$ cat src/design/stream_find_replace_assert.svh
// Assertion macros shared by the stream find-and-replace RTL.
`ifndef STREAM_FIND_REPLACE_ASSERT_SVH
`define STREAM_FIND_REPLACE_ASSERT_SVH

`ifndef SYNTHESIS
// Property holds at every clock edge out of reset.
`define SFR_ASSERT(lbl, prop, msg) \
  lbl: assert property (@(posedge clk_i) disable iff (!rst_ni) (prop)) else $error(msg);
// Condition in one cycle implies a condition in the next.
`define SFR_ASSERT_NEXT(lbl, pre, post, msg) \
  lbl: assert property (@(posedge clk_i) disable iff (!rst_ni) (pre) |=> (post)) else $error(msg);
`else
`define SFR_ASSERT(lbl, prop, msg)
`define SFR_ASSERT_NEXT(lbl, pre, post, msg)
`endif

`endif

$ cat src/design/sfr_pkg.sv
// Types, sizes and helpers of the stream find-and-replace block.
`timescale 1ns / 1ps
`default_nettype none

package sfr_pkg;

  // Longest pattern and replacement
  localparam int MAX_PAT = 8;
  localparam int MAX_REP = 8;

  // Longest list of result beats one input beat can cause (at least the end marker)
  localparam int MAX_LIST = (MAX_PAT > MAX_REP) ? MAX_PAT : MAX_REP;
  // Output queue holds one pending list plus room for the next
  localparam int QDEPTH   = 2 * MAX_LIST;

  localparam int PCW = $clog2(MAX_PAT + 1);
  localparam int RCW = (MAX_REP > 0) ? $clog2(MAX_REP + 1) : 1;
  localparam int LCW = $clog2(MAX_LIST + 1);
  localparam int LIW = (MAX_LIST > 1) ? $clog2(MAX_LIST) : 1;
  localparam int QCW = $clog2(QDEPTH + 1);

  localparam int CFG_IDX_W = 3;
  localparam int CFG_DAT_W = 64;

  typedef enum logic [CFG_IDX_W-1:0] {
    REG_PAT_BYTES = 3'd0,
    REG_PAT_LEN   = 3'd1,
    REG_REP_BYTES = 3'd2,
    REG_REP_LEN   = 3'd3
  } cfg_reg_e;

  // One result beat
  typedef struct packed {
    logic [7:0] data;
    logic       dval;
    logic       last;
  } entry_t;

  typedef entry_t [MAX_LIST-1:0] list_t;

  // Window cell controls
  typedef struct packed {
    logic en;
    logic clear;
    logic shift;
  } win_ctl_t;

  // Queue cell controls
  typedef struct packed {
    logic           pop;
    logic           load;
    logic [QCW-1:0] base;
    logic [LCW-1:0] len;
  } que_ctl_t;

  // Byte pos of a 64-bit word, zero past the eighth
  function automatic logic [7:0] byte_at(input logic [63:0] word, input int unsigned pos);
    logic [7:0] b;
    b = 8'h00;
    if (pos < 8) begin
      b = word[8*pos +: 8];
    end
    return b;
  endfunction

endpackage

`default_nettype wire

$ cat src/design/sfr_in_if.sv
// Input text channel: one text byte per beat.
`timescale 1ns / 1ps
`default_nettype none

interface sfr_in_if;
  logic       valid;
  logic       ready;
  logic [7:0] data_byte;
  logic       end_of_text;

  modport source (output valid, output data_byte, output end_of_text, input ready);
  modport sink   (input valid, input data_byte, input end_of_text, output ready);
endinterface

`default_nettype wire

$ cat src/design/sfr_out_if.sv
// Result channel: one output byte or end marker per beat.
`timescale 1ns / 1ps
`default_nettype none

interface sfr_out_if;
  logic       valid;
  logic       ready;
  logic [7:0] out_byte;
  logic       out_valid;
  logic       out_last;

  modport source (output valid, output out_byte, output out_valid, output out_last,
                  input ready);
  modport sink   (input valid, input out_byte, input out_valid, input out_last,
                  output ready);
endinterface

`default_nettype wire

$ cat src/design/sfr_win_cell.sv
// Match window cell: holds one text byte and compares it with its pattern byte.
`timescale 1ns / 1ps
`default_nettype none

module sfr_win_cell (
  input  wire logic            clk_i,
  input  wire logic            rst_ni,
  input  wire sfr_pkg::win_ctl_t ctl_i,
  input  wire logic            push_i,  // new byte lands in this cell
  input  wire logic [7:0]      new_i,
  input  wire logic [7:0]      pat_i,
  input  wire logic [7:0]      nbr_i,   // neighbor's byte after push
  output logic      [7:0]      wp_o,    // this cell's byte after push
  output logic                 eq_o
);

  logic [7:0] held_q, held_d;

  // Byte seen by this beat's compare
  assign wp_o = push_i ? new_i : held_q;
  assign eq_o = (wp_o == pat_i);

  // Clear, load the pushed byte, shift toward the oldest end, or keep
  always_comb begin
    held_d = held_q;
    if (ctl_i.clear) begin
      held_d = 8'h00;
    end else if (ctl_i.en) begin
      held_d = ctl_i.shift ? nbr_i : wp_o;
    end
  end

  always_ff @(posedge clk_i or negedge rst_ni) begin
    if (!rst_ni) begin
      held_q <= 8'h00;
    end else begin
      held_q <= held_d;
    end
  end

endmodule

`default_nettype wire

$ cat src/design/sfr_que_cell.sv
// Output queue cell: holds one result beat, loads from the new list or its neighbor.
`timescale 1ns / 1ps
`default_nettype none

module sfr_que_cell (
  input  wire logic                     clk_i,
  input  wire sfr_pkg::que_ctl_t        ctl_i,
  input  wire logic [sfr_pkg::QCW-1:0]  idx_i,
  input  wire sfr_pkg::list_t           list_i,
  input  wire sfr_pkg::entry_t          nbr_i,
  output sfr_pkg::entry_t               ent_o
);

  sfr_pkg::entry_t         ent_q, ent_d;
  logic [sfr_pkg::QCW-1:0] rel;
  logic                    hit;

  // Position of this cell inside the appended list
  assign rel = idx_i - ctl_i.base;
  assign hit = ctl_i.load && (idx_i >= ctl_i.base) &&
               (rel < sfr_pkg::QCW'(ctl_i.len));

  always_comb begin
    ent_d = ent_q;
    if (hit) begin
      ent_d = list_i[rel[sfr_pkg::LIW-1:0]];
    end else if (ctl_i.pop) begin
      ent_d = nbr_i;
    end
  end

  always_ff @(posedge clk_i) begin
    ent_q <= ent_d;
  end

  assign ent_o = ent_q;

endmodule

`default_nettype wire

$ cat src/design/stream_find_replace.sv
// Top level of the streaming find-and-replace block.
//
//   channel  dir  beat                               handshake
//   in_i     in   data_byte, end_of_text             valid/ready
//   out_o    out  out_byte, out_valid, out_last      valid/ready
//   cfg      in   cfg_idx_i, cfg_data_i              cfg_we_i, no wait
//
// Each accepted input beat queues 0 to 8 result beats.
// Result beats leave at one per cycle while out_o.ready is high, from a 16-entry
// queue (output register at entry 0). in_i.ready is high while the queue holds 8
// beats or fewer, so a replacement burst or end-of-text flush stalls input only
// once more than 8 beats wait.
// One byte in, one byte out sustains one beat per cycle while out_o.ready stays high.
// Reset: empty window and queue, pattern length 1, other registers zero; no clearing pass.
`timescale 1ns / 1ps
`default_nettype none

`include "stream_find_replace_assert.svh"

module stream_find_replace (
  input  wire logic                           clk_i,
  input  wire logic                           rst_ni,
  sfr_in_if.sink                              in_i,
  sfr_out_if.source                           out_o,
  input  wire logic                           cfg_we_i,
  input  wire logic [sfr_pkg::CFG_IDX_W-1:0]  cfg_idx_i,
  input  wire logic [sfr_pkg::CFG_DAT_W-1:0]  cfg_data_i
);

  localparam int MP = sfr_pkg::MAX_PAT;
  localparam int ML = sfr_pkg::MAX_LIST;
  localparam int QD = sfr_pkg::QDEPTH;

  // Configuration registers
  logic [63:0] pat_q, rep_q;
  logic [3:0]  plen_q, rlen_q;
  logic        plen_wr;

  always_ff @(posedge clk_i or negedge rst_ni) begin
    if (!rst_ni) begin
      pat_q  <= '0;
      rep_q  <= '0;
      plen_q <= 4'd1;
      rlen_q <= '0;
    end else if (cfg_we_i) begin
      case (sfr_pkg::cfg_reg_e'(cfg_idx_i))
        sfr_pkg::REG_PAT_BYTES: pat_q  <= cfg_data_i[63:0];
        sfr_pkg::REG_PAT_LEN:   plen_q <= cfg_data_i[3:0];
        sfr_pkg::REG_REP_BYTES: rep_q  <= cfg_data_i[63:0];
        sfr_pkg::REG_REP_LEN:   rlen_q <= cfg_data_i[3:0];
        default: ;
      endcase
    end
  end

  assign plen_wr = cfg_we_i && (sfr_pkg::cfg_reg_e'(cfg_idx_i) == sfr_pkg::REG_PAT_LEN);

  // Effective lengths: zero pattern acts as one, both capped
  logic [sfr_pkg::PCW-1:0] plen_eff;
  logic [sfr_pkg::RCW-1:0] rlen_eff;

  always_comb begin
    if (32'(plen_q) > MP) begin
      plen_eff = sfr_pkg::PCW'(MP);
    end else if (plen_q == 4'd0) begin
      plen_eff = sfr_pkg::PCW'(1);
    end else begin
      plen_eff = sfr_pkg::PCW'(plen_q);
    end
    if (32'(rlen_q) > sfr_pkg::MAX_REP) begin
      rlen_eff = sfr_pkg::RCW'(sfr_pkg::MAX_REP);
    end else begin
      rlen_eff = sfr_pkg::RCW'(rlen_q);
    end
  end

  // Handshake
  logic                    acc, pop;
  logic [sfr_pkg::QCW-1:0] count_q, count_d, base;

  assign in_i.ready = (count_q <= sfr_pkg::QCW'(ML));
  assign acc        = in_i.valid && in_i.ready;
  assign out_o.valid = (count_q != '0);
  assign pop        = out_o.valid && out_o.ready;

  // Window fill and match decision
  logic [sfr_pkg::PCW-1:0] fill_q, fill_d, cnt;
  logic [MP-1:0]           eq, used, push;
  logic [7:0]              wp [MP];
  logic                    full, sel_rep, eot;
  sfr_pkg::win_ctl_t       wctl;

  assign eot     = in_i.end_of_text;
  assign cnt     = fill_q + sfr_pkg::PCW'(1);
  assign full    = (cnt == plen_eff);
  assign sel_rep = full && ((eq | ~used) == '1);

  assign wctl.en    = acc;
  assign wctl.clear = plen_wr || (acc && (sel_rep || eot));
  assign wctl.shift = full;

  // Row of window cells, oldest byte in cell 0
  for (genvar i = 0; i < MP; i++) begin : g_win
    logic [7:0] nbr;
    assign used[i] = (32'(i) < 32'(plen_eff));
    assign push[i] = (32'(i) == 32'(fill_q));
    if (i == MP - 1) begin : g_end
      assign nbr = 8'h00;
    end else begin : g_mid
      assign nbr = wp[i+1];
    end
    sfr_win_cell u_cell (
      .clk_i  (clk_i),
      .rst_ni (rst_ni),
      .ctl_i  (wctl),
      .push_i (push[i]),
      .new_i  (in_i.data_byte),
      .pat_i  (sfr_pkg::byte_at(pat_q, i)),
      .nbr_i  (nbr),
      .wp_o   (wp[i]),
      .eq_o   (eq[i])
    );
  end

  always_comb begin
    fill_d = fill_q;
    if (plen_wr) begin
      fill_d = '0;
    end else if (acc) begin
      if (sel_rep || eot) begin
        fill_d = '0;
      end else if (full) begin
        fill_d = fill_q;
      end else begin
        fill_d = cnt;
      end
    end
  end

  // Result list of this beat
  logic [sfr_pkg::LCW-1:0] len_raw, len;
  logic                    marker;
  sfr_pkg::list_t          list;

  always_comb begin
    if (sel_rep) begin
      len_raw = sfr_pkg::LCW'(rlen_eff);
    end else if (eot) begin
      len_raw = sfr_pkg::LCW'(cnt);
    end else if (full) begin
      len_raw = sfr_pkg::LCW'(1);
    end else begin
      len_raw = '0;
    end
  end

  // Empty end of text gets one marker beat
  assign marker = eot && (len_raw == '0);
  assign len    = marker ? sfr_pkg::LCW'(1) : len_raw;

  for (genvar j = 0; j < ML; j++) begin : g_list
    logic [7:0] src;
    if (j < MP) begin : g_win_src
      assign src = sel_rep ? sfr_pkg::byte_at(rep_q, j) : wp[j];
    end else begin : g_rep_src
      assign src = sel_rep ? sfr_pkg::byte_at(rep_q, j) : 8'h00;
    end
    assign list[j].data = marker ? 8'h00 : src;
    assign list[j].dval = !marker;
    assign list[j].last = eot && (sfr_pkg::LCW'(j) == len - sfr_pkg::LCW'(1));
  end

  // Output queue: row of cells, head in cell 0
  sfr_pkg::que_ctl_t qctl;
  sfr_pkg::entry_t   ent [QD];

  assign base      = count_q - sfr_pkg::QCW'(pop);
  assign qctl.pop  = pop;
  assign qctl.load = acc;
  assign qctl.base = base;
  assign qctl.len  = len;

  for (genvar i = 0; i < QD; i++) begin : g_que
    sfr_pkg::entry_t nbr;
    if (i == QD - 1) begin : g_end
      assign nbr = '0;
    end else begin : g_mid
      assign nbr = ent[i+1];
    end
    sfr_que_cell u_cell (
      .clk_i  (clk_i),
      .ctl_i  (qctl),
      .idx_i  (sfr_pkg::QCW'(i)),
      .list_i (list),
      .nbr_i  (nbr),
      .ent_o  (ent[i])
    );
  end

  assign count_d = base + (acc ? sfr_pkg::QCW'(len) : '0);

  assign out_o.out_byte  = ent[0].data;
  assign out_o.out_valid = ent[0].dval;
  assign out_o.out_last  = ent[0].last;

  // Control state
  always_ff @(posedge clk_i or negedge rst_ni) begin
    if (!rst_ni) begin
      fill_q  <= '0;
      count_q <= '0;
    end else begin
      fill_q  <= fill_d;
      count_q <= count_d;
    end
  end

  // Checks
  `SFR_ASSERT(a_que_bound, count_q <= sfr_pkg::QCW'(QD), "output queue overflow")
  `SFR_ASSERT(a_fill_below_len, fill_q < plen_eff, "window held a full pattern between beats")
  `SFR_ASSERT_NEXT(a_eot_empties, acc && eot, fill_q == '0, "window not empty after end of text")
  `SFR_ASSERT(a_marker_last, !(out_o.valid && !out_o.out_valid) || out_o.out_last, "marker without last")
  `SFR_ASSERT_NEXT(a_pop_count, pop && !acc, count_q == $past(count_q) - sfr_pkg::QCW'(1), "queue count slip")

endmodule

`default_nettype wire
$ cat src/flat_wrapper.sv
// flat-port wrapper written by rule: the top's interface ports become plain ports
module stream_find_replace_flat 
  (clk_i, rst_ni, cfg_we_i, cfg_idx_i, cfg_data_i, in_i_valid, in_i_data_byte, in_i_end_of_text, in_i_ready, out_o_valid, out_o_out_byte, out_o_out_valid, out_o_out_last, out_o_ready);
  sfr_in_if in_i_i ();
  sfr_out_if out_o_i ();
  input  wire logic clk_i;
  input  wire logic rst_ni;
  input  wire logic cfg_we_i;
  input  wire logic [sfr_pkg::CFG_IDX_W-1:0] cfg_idx_i;
  input  wire logic [sfr_pkg::CFG_DAT_W-1:0] cfg_data_i;
  input wire logic [$bits(in_i_i.valid)-1:0] in_i_valid;
  input wire logic [$bits(in_i_i.data_byte)-1:0] in_i_data_byte;
  input wire logic [$bits(in_i_i.end_of_text)-1:0] in_i_end_of_text;
  output wire logic [$bits(in_i_i.ready)-1:0] in_i_ready;
  output wire logic [$bits(out_o_i.valid)-1:0] out_o_valid;
  output wire logic [$bits(out_o_i.out_byte)-1:0] out_o_out_byte;
  output wire logic [$bits(out_o_i.out_valid)-1:0] out_o_out_valid;
  output wire logic [$bits(out_o_i.out_last)-1:0] out_o_out_last;
  input wire logic [$bits(out_o_i.ready)-1:0] out_o_ready;
  assign in_i_i.valid = in_i_valid;
  assign in_i_i.data_byte = in_i_data_byte;
  assign in_i_i.end_of_text = in_i_end_of_text;
  assign in_i_ready = in_i_i.ready;
  assign out_o_valid = out_o_i.valid;
  assign out_o_out_byte = out_o_i.out_byte;
  assign out_o_out_valid = out_o_i.out_valid;
  assign out_o_out_last = out_o_i.out_last;
  assign out_o_i.ready = out_o_ready;
  stream_find_replace u_core (.clk_i(clk_i), .rst_ni(rst_ni), .in_i(in_i_i), .out_o(out_o_i), .cfg_we_i(cfg_we_i), .cfg_idx_i(cfg_idx_i), .cfg_data_i(cfg_data_i));
endmodule
$ cat config.mk
export PLATFORM = sky130hd
export DESIGN_NAME = stream_find_replace_flat
export DESIGN_NICKNAME = d
export VERILOG_FILES = /design/src/design/sfr_pkg.sv /design/src/design/sfr_in_if.sv /design/src/design/sfr_out_if.sv /design/src/design/sfr_win_cell.sv /design/src/design/sfr_que_cell.sv /design/src/design/stream_find_replace.sv /design/src/flat_wrapper.sv
export VERILOG_INCLUDE_DIRS = /design/src /design/src/design
export SDC_FILE = /design/constraint.sdc
export NUM_CORES = 1
export LEC_CHECK = 0
export ABC_CLOCK_PERIOD_IN_PS = 11400
export BUFFER_PORTS_ARGS = -buffer_cell sky130_fd_sc_hd__buf_2
export CAP_MARGIN = 0
export CORE_MARGIN = 5
export CORE_UTILIZATION = 45
export CTS_BUF_LIST = sky130_fd_sc_hd__clkbuf_2 sky130_fd_sc_hd__clkbuf_4 sky130_fd_sc_hd__clkbuf_8
export DETAILED_ROUTE_END_ITERATION = 10
export PLACE_DENSITY = 0.61
export SYNTH_ARGS = -nofsm -noshare
export SYNTH_HDL_FRONTEND = slang
export SYNTH_SLANG_ARGS = --single-unit
$ cat constraint.sdc
create_clock -name clk_i -period 11.4 [get_ports clk_i]
set_clock_uncertainty 0.2 [all_clocks]
set_input_delay 1.71 -clock clk_i [delete_from_list [all_inputs] [get_ports clk_i]]
set_output_delay 1.71 -clock clk_i [all_outputs]
set_load 0.02 [all_outputs]
==> impl_metrics.csv, run 1 <==
group,metric,value,unit
status,outcome,"finished, final reports clean",
cts,cts_root_buf,"clkbuf_8",
detailed_routing,avgRoutedWirePerCell,25.1,microns
synthesis,yosys.cell_types.count,90,
worst_hold_path,min_path_type,"reg -> reg",
synthesis,synth-simple-area-share,10.3,%
die,die_height,237,microns
die,die_area,56100,sq um
cts,cts_sinks,369,
synthesis,synth.area.top_cells,"dfrtp_1 (22%), edfxtp_1 (21%), mux2_2 (8.3%)",
synthesis,syn_nets,2295,
synthesis,synth.largest_area_cell,"dfrtp_1",
detailed_routing,via_count,18200,
die,num_rows,83,
timing,slew_viol_final,0,
worst_setup_path,critPathCaptureType,"flip-flop",
cts,clk_pin_slew_worst_paths,0.05,ns
grt,grt_start_max_net_pins,140,
die,io_pins,93,
synthesis,synthXorXnorAreaFrac,2.76,%
final_layout,syn_to_final_growth,10.7,%
synthesis,yosysTopAreaCellShare,22.5,%
job,maxCapViolCount,0,
worst_setup_path,worstReg2RegStart,"u_core.fill_q[0]",
detailed_routing,routed_wl,74100,microns
timing,hold_viol,0,
worst_setup_path,cp_slowest_stage_delay,0.99,ns
synthesis,synth_warnings,0,
worst_hold_path,hold_depth,2,
die,start_util,45.2,%
final_layout,final_nets,2348,
final_layout,num_antenna_cells,0,
placed_design,dpl.hpwl,54400,microns
placed_design,io_buffers,92,
placed_design,gp_congestion,0.927,
worst_hold_path,whs_endpoint,"u_core.g_win[7].u_cell.held_q[2]",
worst_setup_path,critPathRequiredTime,11.47,ns
worst_setup_path,cp_slowest_cell,"nor3b_2",
cts,hold_buffers,0,
worst_setup_path,reg2reg_depth,19,
power,p_per_area,316,nW/um^2
detailed_routing,drc_errors,0,
cts,cts_tree,"yes",
timing,fin_ws,3.49,ns
placed_design,post-place-ws,3.43,ns
detailed_routing,drt_first_pass_iters,7,
cts,ctsResizeCount,0,
synthesis,synth_top_family_by_area,"multiplexers",
final_layout,fillers,4691,
synthesis,ys_seq_area_share,43.3,%
detailed_routing,viasPerCell,6.17,
grt,grt.total_usage,26.0,%
synthesis,syn_area,23200,sq um
cts,cts_made_buffers,70,
timing,hold_ws,0.275,ns
synthesis,synth_flop_cell,"dfrtp_1",
timing,tns,0,ns
worst_setup_path,path_cells,"ha_1 -> nor3b_2 -> mux2i_2 -> xnor2_1 -> a2111oi_0 -> nand4b_1 -> o21ai_0 -> o2111a_1 -> nand2_2 -> nor2_1 -> a31oi_1 -> ha_1 -> nor2_1 -> nand2_1 -> nor3_1 -> a311oi_1 -> maj3_1 -> a21oi_1 -> nand2b_1",
synthesis,synth-compound-area-share,14.0,%
placed_design,dpl-instance-area,24200,sq um
worst_setup_path,start_kind,"flip-flop",
power,p_leak,0.0110,uW
grt,grt_pass1_vias,18600,
power,power,8090,uW
synthesis,synth_enable_flop_cells,160,
timing,min_period,7.91,ns
timing,worstMarginPinSlew,1.40,ns
grt,gr-total-overflow,0,
cts,clock_path_buffers,3,
synthesis,synthCells,2164,
timing,setup_violations,0,
cts,post_cts_buffers,0,
timing,period_share,69.4,%
timing,rsz0062_at_grt,"false",
worst_setup_path,critPathMaxFanout,14,
detailed_routing,drtAntennaViolNets,0,
timing,slew_headroom,6.18,%
grt,antenna_found_initial,2,
timing,fmax,0.126,GHz
grt,grt_pass1_wl,113000,microns
synthesis,synth_fa_ha_area_share,2.78,%
synthesis,synth-seq-cells,369,
synthesis,synthArstFlopShare,56.6,%
die,core,51200,sq um
cts,cts_max_level,3,
worst_setup_path,r2r_slack,3.49,ns
synthesis,synth.area.mux_share,20.9,%
die,die_x,237,microns
worst_setup_path,setup.worst_path.class,"reg -> reg",
final_layout,drive_above_1_share,24.4,%
detailed_routing,drt_iter0_drc,1753,
worst_hold_path,hold_path_startpoint,"u_core.g_win[7].u_cell.held_q[2]",
synthesis,postSynthAreaPerCell,10.7,sq um
worst_setup_path,rr_endpoint,"u_core.g_que[13].u_cell.ent_o[5]",
final_layout,final_area,25600,sq um
worst_setup_path,worstPathArrival,7.98,ns
cts,clkLatencyLatePin,0.67,ns
power,peakVddDrop,0.000246,V
-- layer usage --
layer  GRT usage [%]  wire length, microns  up-vias
met2            42.3                 35000      819
met5               0                    27        -
li1                -                     -     8062
met4            10.1                  3030        4
met1            33.9                 30200     9128
met3            6.20                  5800      181
-- Yosys cell counts (17+ instances only) --
cell,instances
a21oi_1,54
a22oi_1,27
a32o_1,49
and3_1,17
clkbuf_1,108
dfrtp_1,208
edfxtp_1,160
ha_1,49
inv_1,199
mux2_2,171
mux2i_1,87
mux4_2,82
nand2_1,274
nor2_1,88
o21ai_0,130
o22ai_1,44
xnor2_1,27
xor2_1,46
-- final cells by class --
class                      count  area, sq um  area share, %
sequential                   369        10000           39.2
tap                          680          851           3.32
multi-input combinational   1448        11900           46.3
clock inverter                22          176          0.688
inverter                     205          769           3.00
timing repair buffer         123          703           2.74
clock buffer                 101         1230           4.81
-- worst max-delay path, delay by kind of cell, from the launching register on --
family	cells	cell delay [ns]
flip-flops	1	0.61
AO/OA/AOI/OAI	6	2.44
XOR/XNOR	1	0.17
AND/OR/NAND/NOR	8	2.50
adder cells (fa/ha/maj)	3	1.11
multiplexers	1	0.46
-- placed cells by master (no fill, tap or decap), drive strengths merged, types with 8 or more instances in the layout --
master,synthesis,layout
a2111oi,8,8
a211oi,16,16
a21o,9,9
a21oi,56,56
a222oi,15,15
a22o,16,16
a22oi,27,27
a31oi,11,11
a32o,49,49
and2,12,12
and3,17,17
buf,34,123
clkbuf,108,101
clkinv,1,13
dfrtp,208,208
edfxtp,160,160
ha,49,49
inv,204,208
mux2,184,184
mux2i,89,89
mux4,82,82
nand2,275,275
nand2b,8,8
nand3,14,14
nor2,91,91
nor2b,13,13
nor3,13,13
nor4,14,14
o21ai,130,130
o22ai,44,44
o31ai,13,13
o41ai,9,9
or2,8,8
or3,14,14
xnor2,27,27
xor2,46,46
-- through the flow --
stage	util, %	instances
floorplan	-	2164
global placement	47.3	2825
detailed placement	47.3	2825
CTS	50.1	2948
global route	50.1	2948
finish	50.1	2948
-- where the power goes --
group,internal (uW),switching (uW)
Sequential,1840,232
Clock,743,590
Combinational,1760,2920
-- state kept, by name (all words and copies together), names as in the netlist --
name and count:
u_core.g_que.u_cell.ent_o 160, u_core.plen_q 4, u_core.pat_q 64, u_core.rlen_q 4
u_core.g_win.u_cell.held_q 64, u_core.count_q 5, u_core.rep_q 64, u_core.fill_q 4
-- cells by family after synthesis --
kind of cell,after synthesis
adder cells (fa/ha/maj),51
XOR/XNOR,73
AND/OR/NAND/NOR,513
multiplexers,355
flip-flops,369
buffers and inverters,347
AO/OA/AOI/OAI,456
-- worst max path at each step --
stage	start	endpoint	slack, ns	depth (start not counted)
after floorplan	in_i_data_byte[6]	u_core.g_que[7].u_cell.ent_o[0]	4.44	15
after global placement	in_i_data_byte[5]	u_core.g_que[13].u_cell.ent_o[4]	3.66	19
after detailed placement	in_i_data_byte[5]	u_core.g_que[13].u_cell.ent_o[4]	3.43	19
after CTS	u_core.fill_q[0]	u_core.g_que[13].u_cell.ent_o[5]	3.65	19
after global routing	u_core.fill_q[0]	u_core.g_que[13].u_cell.ent_o[4]	2.97	19
final	u_core.fill_q[0]	u_core.g_que[13].u_cell.ent_o[5]	3.49	19
Note: power is estimated with default switching activity, not from simulation.
==> inputs of run 2 (changes only) <==
--- a/config.mk
+++ b/config.mk
@@ -6,14 +6,15 @@
 export SDC_FILE = /design/constraint.sdc
 export NUM_CORES = 1
 export LEC_CHECK = 0
-export ABC_CLOCK_PERIOD_IN_PS = 11400
+export ABC_AREA = 1
+export ABC_CLOCK_PERIOD_IN_PS = 6900
 export BUFFER_PORTS_ARGS = -buffer_cell sky130_fd_sc_hd__buf_2
 export CAP_MARGIN = 0
 export CORE_MARGIN = 5
 export CORE_UTILIZATION = 45
 export CTS_BUF_LIST = sky130_fd_sc_hd__clkbuf_2 sky130_fd_sc_hd__clkbuf_4 sky130_fd_sc_hd__clkbuf_8
 export DETAILED_ROUTE_END_ITERATION = 10
-export PLACE_DENSITY = 0.61
+export PLACE_DENSITY = 0.63
 export SYNTH_ARGS = -nofsm -noshare
 export SYNTH_HDL_FRONTEND = slang
 export SYNTH_SLANG_ARGS = --single-unit
==> constraint.sdc (replaced) <==
create_clock -name clk_i -period 6.9 [get_ports clk_i]
set_clock_uncertainty 0.2 [all_clocks]
set_input_delay 1.035 -clock clk_i [delete_from_list [all_inputs] [get_ports clk_i]]
set_output_delay 1.035 -clock clk_i [all_outputs]
set_load 0.02 [all_outputs]
==> impl_metrics.csv, run 2 <==
group,metric,value,unit
detailed_routing,drc_errors,0,
final_layout,final_nets,3540,
detailed_routing,met2_length,36700,microns
cts,hold_buffers,0,
worst_setup_path,crit_start,"u_core.fill_q[0]",
cts,post_cts_buffers,0,
synthesis,synth_common_cells,"nand2_1 (1,386), nand3_1 (438), o21ai_0 (300)",
detailed_routing,drt_first_pass_iters,6,
synthesis,synth-seq-cells,369,
power,peakVddDrop,0.000466,V
status,outcome,"finished, final reports clean",
timing,setup_violations,0,
die,die_area,57100,sq um
timing,rsz0062_at_grt,"false",
cts,clkLatencyLatePin,0.68,ns
die,core,52200,sq um
power,swShare,55.5,%
synthesis,synth_warnings,0,
timing,worstMarginPinSlew,1.09,ns
final_layout,final_area,25900,sq um
placed_design,dpl-instance-area,24500,sq um
timing,tns,0,ns
worst_setup_path,start_kind,"flip-flop",
worst_setup_path,path_cells,"inv_1 -> ha_1 -> nand2_1 -> nand2_1 -> nand2_1 -> nand2_1 -> nand3_1 -> nor2_1 -> nand2_1 -> nand2_1 -> nand2_1 -> nor2_2 -> nand2_4 -> o21ai_2 -> buf_4 -> ha_1 -> a21oi_1 -> nand4_1 -> a31oi_1 -> inv_1 -> nand2_1",
final_layout,multiInputGateArea,11800,sq um
final_layout,fillers,5231,
detailed_routing,routed_wl,87200,microns
power,p_int,6560,uW
power,power.share.clock,14.3,%
power,p_leak,0.0130,uW
cts,clock_path_buffers,3,
worst_setup_path,critPathRequiredTime,7.00,ns
timing,fmax,0.156,GHz
die,die_height,239,microns
power,p_switching,8170,uW
worst_hold_path,min_path_type,"in -> async",
synthesis,syn_nets,3514,
worst_setup_path,crit_buf_inv,3,
grt,grt.total_usage,30.2,%
synthesis,ys_seq_area_share,42.6,%
grt,grt_pass1_vias,21900,
worst_setup_path,cp_slowest_stage_delay,0.77,ns
worst_setup_path,critPathCaptureType,"flip-flop",
timing,min_period,6.41,ns
timing,period_share,92.9,%
synthesis,syn_area,23600,sq um
die,start_util,45.1,%
synthesis,synth_flop_cell,"dfrtp_1",
cts,cts_made_buffers,69,
cts,cts_sinks,369,
die,die_x,239,microns
die,num_rows,84,
synthesis,synth_enable_flop_cells,160,
power,p_per_area,570,nW/um^2
grt,antenna_found_initial,3,
synthesis,yosysTopAreaCellShare,22.1,%
synthesis,postSynthAreaPerCell,6.97,sq um
final_layout,drive_above_1_share,9.11,%
placed_design,io_buffers,92,
detailed_routing,top_layer,"met5",
final_layout,layout_common_cells,"nand2_1 (1,385), nand3_1 (436), o21ai_0 (300)",
worst_setup_path,crit_top_cell,"nand2_1",
synthesis,synthCells,3383,
cts,clk_pin_slew_worst_paths,0.07,ns
synthesis,synth.largest_area_cell,"dfrtp_1",
worst_setup_path,setup.worst_path.class,"reg -> reg",
detailed_routing,drtAntennaViolNets,0,
cts,cts_max_level,3,
worst_setup_path,worstReg2RegStart,"u_core.fill_q[0]",
detailed_routing,avgRoutedWirePerCell,21.0,microns
detailed_routing,met3_length,8400,microns
die,io_pins,93,
synthesis,synth.area.top_cells,"dfrtp_1 (22%), nand2_1 (22%), edfxtp_1 (20%)",
detailed_routing,via_count,23400,
placed_design,dpl.hpwl,64200,microns
job,maxCapViolCount,0,
worst_setup_path,critPathMaxFanout,41,
grt,grt_pass1_wl,132000,microns
cts,ctsResizeCount,0,
placed_design,gp_congestion,0.978,
timing,slew_headroom,27.6,%
grt,gr-total-overflow,0,
final_layout,largest_reg_flops,160,
timing,hold_viol,0,
final_layout,final_common_cell,"nand2_1",
worst_setup_path,cp_top_family,"simple AND/OR/NAND/NOR gates",
synthesis,synth_most_common_cell,"nand2_1",
timing,slew_viol_final,0,
grt,grt_start_max_net_pins,108,
power,seqPwrFrac,22.6,%
synthesis,synthArstFlopShare,56.6,%
detailed_routing,met1Wirelength,38800,microns
worst_setup_path,cp_slowest_cell,"ha_1",
cts,cts_root_buf,"clkbuf_8",
synthesis,yosys.cell_types.count,45,
cts,cts_tree,"yes",
final_layout,syn_to_final_growth,9.62,%
detailed_routing,viasPerCell,5.63,
final_layout,seq_area,10000,sq um
worst_setup_path,r2r_slack,0.49,ns
worst_setup_path,worstPathArrival,6.52,ns
detailed_routing,drt_iter0_drc,2508,
power,combPwrFrac,63.1,%
run 2: cell types whose count changed in the layout (fill, tap and decap cells not counted), moves of 82 or more:
cell / delta
o21ai_0: +170
mux4_2: -82
nand2_1: +1111
nand3_1: +422
mux2_2: -171
mux2i_1: -87
run 2: stage by stage:
| step | utilization [%] | setup WS (ns) | total power [uW] | hold WS, ns | std cells |
|---|---|---|---|---|---|
| 2_1_floorplan | - | 1.24 | 9030 | 0.248 | 3383 |
| 3_3_place_gp | 46.9 | 0.868 | 12200 | 0.259 | 4026 |
| 3_5_place_dp | 46.9 | 0.731 | 12300 | 0.269 | 4026 |
| 4_1_cts | 49.5 | 0.686 | 14500 | 0.157 | 4145 |
| 5_1_grt | 49.5 | 0.115 | 15600 | 0.168 | 4146 |
| 6_report | 49.5 | 0.487 | 14700 | 0.169 | 4146 |
run 2: layer usage:
metal	GRT usage [%]	vias up
met1	44.6	10900
met4	10.6	4
met2	44.1	1147
met5	0	-
met3	6.24	183
li1	-	11100
run 2: kinds of logic after synthesis:
family,after synthesis,synth area share (%)
buf+inv,462,7.71
fa+ha+maj,50,2.68
simple gates,2116,38.2
compound gates,368,8.22
flops,369,42.6
xor+xnor,18,0.669
run 2: power groups by stage:
| stage | Combinational, uW | Sequential [uW] | Clock, uW |
|---|---|---|---|
| 6_report | 9290 | 3320 | 2110 |
| 5_1_grt | 10000 | 3370 | 2260 |
| 4_1_cts | 9010 | 3310 | 2150 |
| 3_5_place_dp | 8980 | 3340 | 0 |
| 3_3_place_gp | 8900 | 3340 | 0 |
| 2_1_floorplan | 5800 | 3220 | 0 |
run 2: path summary, 6_finish.rpt:
kind / end / cells after the start
worst min register to register: u_core.rep_q[3] / 2
max in group asynchronous: u_core.pat_q[13] / 2
worst max register to register: u_core.g_que[7].u_cell.ent_o[6] / 21
worst min-delay path: u_core.g_win[4].u_cell.held_q[6] / 1
min in group clk_i: u_core.rep_q[3] / 2
worst max-delay path: u_core.g_que[7].u_cell.ent_o[6] / 21
run 2: final cells by class:
cell class                 count  share of cell area (%)
antenna                        1                 0.00968
multi-input combinational   2552                    45.6
tap                          688                    3.33
timing repair buffer         128                    2.91
sequential                   369                    38.8
clock buffer                  98                    4.69
inverter                     289                    4.20
clock inverter                21                   0.455
==> inputs of run 3 (changes only) <==
--- a/config.mk
+++ b/config.mk
@@ -7,14 +7,14 @@
 export NUM_CORES = 1
 export LEC_CHECK = 0
 export ABC_AREA = 1
-export ABC_CLOCK_PERIOD_IN_PS = 6900
+export ABC_CLOCK_PERIOD_IN_PS = 8170
 export BUFFER_PORTS_ARGS = -buffer_cell sky130_fd_sc_hd__buf_2
 export CAP_MARGIN = 0
 export CORE_MARGIN = 5
-export CORE_UTILIZATION = 45
-export CTS_BUF_LIST = sky130_fd_sc_hd__clkbuf_2 sky130_fd_sc_hd__clkbuf_4 sky130_fd_sc_hd__clkbuf_8
+export CORE_UTILIZATION = 60
+export CTS_BUF_LIST = sky130_fd_sc_hd__clkbuf_8
 export DETAILED_ROUTE_END_ITERATION = 10
-export PLACE_DENSITY = 0.63
+export PLACE_DENSITY = 0.78
 export SYNTH_ARGS = -nofsm -noshare
 export SYNTH_HDL_FRONTEND = slang
 export SYNTH_SLANG_ARGS = --single-unit
==> constraint.sdc (replaced) <==
create_clock -name clk_i -period 8.17 [get_ports clk_i]
set_clock_uncertainty 0.2 [all_clocks]
set_input_delay 1.2255 -clock clk_i [delete_from_list [all_inputs] [get_ports clk_i]]
set_output_delay 1.2255 -clock clk_i [all_outputs]
set_load 0.02 [all_outputs]
==> impl_metrics.csv, run 3 (synthesized netlist as in run 2, its figures left out) <==
group,metric,value,unit
placed_design,dpl.cell_count,3854,
final_layout,final_nets,3536,
power,combPwrFrac,62.5,%
detailed_routing,routed_wl,83500,microns
power,seqPwrFrac,22.9,%
cts,ctsResizeCount,0,
timing,tns,0,ns
timing,setup_violations,0,
die,die_x,208,microns
cts,cts_root_buf,"clkbuf_8",
die,die_height,208,microns
final_layout,layout_common_cells,"nand2_1 (1,385), nand3_1 (436), o21ai_0 (300)",
timing,fmax,0.156,GHz
power,p_leak,0.0130,uW
grt,grt_pass1_wl,129000,microns
grt,antenna_found_initial,4,
placed_design,post-place-ws,1.96,ns
placed_design,dpl.hpwl,61500,microns
cts,cts_tree,"yes",
worst_setup_path,start_kind,"flip-flop",
worst_setup_path,worstReg2RegStart,"u_core.fill_q[0]",
worst_hold_path,min_path_type,"reg -> reg",
job,maxCapViolCount,0,
worst_hold_path,hold_path_startpoint,"u_core.rep_q[46]",
die,core,38700,sq um
cts,hold_buffers,0,
final_layout,num_antenna_cells,0,
die,num_rows,72,
power,p_switching,6740,uW
worst_setup_path,critPathRequiredTime,8.34,ns
final_layout,largest_reg_flops,160,
timing,rsz0062_at_grt,"false",
worst_setup_path,r2r_slack,1.74,ns
die,die_area,43400,sq um
timing,hold_viol,0,
worst_setup_path,worstPathArrival,6.60,ns
detailed_routing,drt_first_pass_iters,6,
status,outcome,"finished, final reports clean",
final_layout,final_common_cell,"nand2_1",
cts,post_cts_buffers,0,
die,io_pins,93,
final_layout,syn_to_final_growth,8.69,%
cts,clock_path_buffers,3,
detailed_routing,drtAntennaViolNets,0,
worst_setup_path,critPathMaxFanout,72,
power,swShare,54.8,%
grt,gr-total-overflow,0,
placed_design,gp_congestion,1.03,
worst_setup_path,critPathCaptureType,"flip-flop",
cts,cts_max_level,3,
grt,grt_pass1_vias,22400,
final_layout,final_area,25600,sq um
detailed_routing,drt_iter0_drc,3464,
worst_setup_path,crit_start,"u_core.fill_q[0]",
timing,slew_viol_final,0,
final_layout,fillers,3442,
timing,worstMarginPinSlew,1.24,ns
final_layout,multiInputGateArea,11800,sq um
detailed_routing,avgRoutedWirePerCell,21.0,microns
timing,period_share,78.7,%
detailed_routing,viasPerCell,6.06,
timing,fin_ws,1.74,ns
timing,slew_headroom,17.5,%
power,peakVddDrop,0.000276,V
power,p_per_area,480,nW/um^2
final_layout,drive_above_1_share,8.54,%
worst_setup_path,setup.worst_path.class,"reg -> reg",
detailed_routing,via_count,24100,
grt,grt_start_max_net_pins,129,
placed_design,dpl-instance-area,24300,sq um
cts,clk_pin_slew_worst_paths,0.06,ns
detailed_routing,drc_errors,0,
timing,min_period,6.43,ns
power,power.share.clock,14.6,%
placed_design,io_buffers,92,
final_layout,seq_area,10000,sq um
final_layout,stdcell_count,3971,
power,p_int,5550,uW
die,start_util,60.9,%
cts,cts_made_buffers,67,
cts,cts_sinks,369,
timing,hold_ws,0.282,ns
cts,clkLatencyLatePin,0.63,ns
grt,grt.total_usage,37.7,%
[run 3: cell count changes in the layout (fill, tap and decap cells not counted), sizes merged]
cell      before  now
clkinvlp       0    2
diode          1    0
bufinv         0    4
buf          128  125
inv          284  299
clkbuf        98   76
[run 3: metal layers]
metal / track usage (%) / up-vias / part of all wire, %
met2: 54.4 / 1530 / 42
met4: 16.1 / 4 / 4.7
met3: 10.2 / 272 / 12
met1: 53.9 / 11200 / 41
met5: 0 / - / 0.032
li1: - / 11100 / -
[run 3: cell type report]
cell class | instances | share of cell area [%]
well taps | 518 | 2.53
clock inverters | 42 | 1.21
clock buffers | 75 | 4.03
multi-input cells | 2552 | 46.0
inverters | 289 | 4.24
flip-flops and latches | 369 | 39.2
repair buffers | 126 | 2.88
[run 3: worst paths after layout]
check,to,cells past startpoint
hold / removal,u_core.rep_q[46],2
min in group asynchronous,u_core.rep_q[40],1
setup reg to reg,u_core.g_que[8].u_cell.ent_o[2],26
max in group asynchronous,u_core.g_win[2].u_cell.held_q[3],2
hold reg to reg,u_core.rep_q[46],2
setup / recovery,u_core.g_que[8].u_cell.ent_o[2],26
[run 3: power by group through the flow]
stage          logic, uW  registers, uW  clock network [uW]
6_report            7690           2810                1800
2_1_floorplan       4900           2720                   0
4_1_cts             7430           2800                1810
5_1_grt             8290           2850                1890
3_3_place_gp        7300           2810                   0
3_5_place_dp        7400           2820                   0
[run 3: per-stage QoR]
step                util [%]  power (uW)
floorplan                  -        7620
global placement        62.7       10100
detailed placement      62.7       10200
CTS                     66.2       12000
global route            66.2       13000
finish                  66.2       12300
[run 3: critical path, stage by stage (launching register included)]
cell,delay (ns)
dfrtp_1,0.48
inv_1,0.14
ha_1,0.58
nand3_2,0.44
inv_2,0.34
nand2_1,0.11
nand2_1,0.16
nand2_1,0.06
nand2_1,0.06
nand2_1,0.05
nor2_1,0.10
nand2_1,0.12
nand2_1,0.08
nand2_1,0.06
nor2_2,0.16
nand2_4,0.23
o21ai_2,0.70
nand2_1,0.30
nor2_4,0.40
buf_12,0.37
nor2_1,0.20
nand2_1,0.12
nand3_1,0.11
nand3_1,0.11
nand2_1,0.23
nand2_1,0.14
nand2_1,0.07
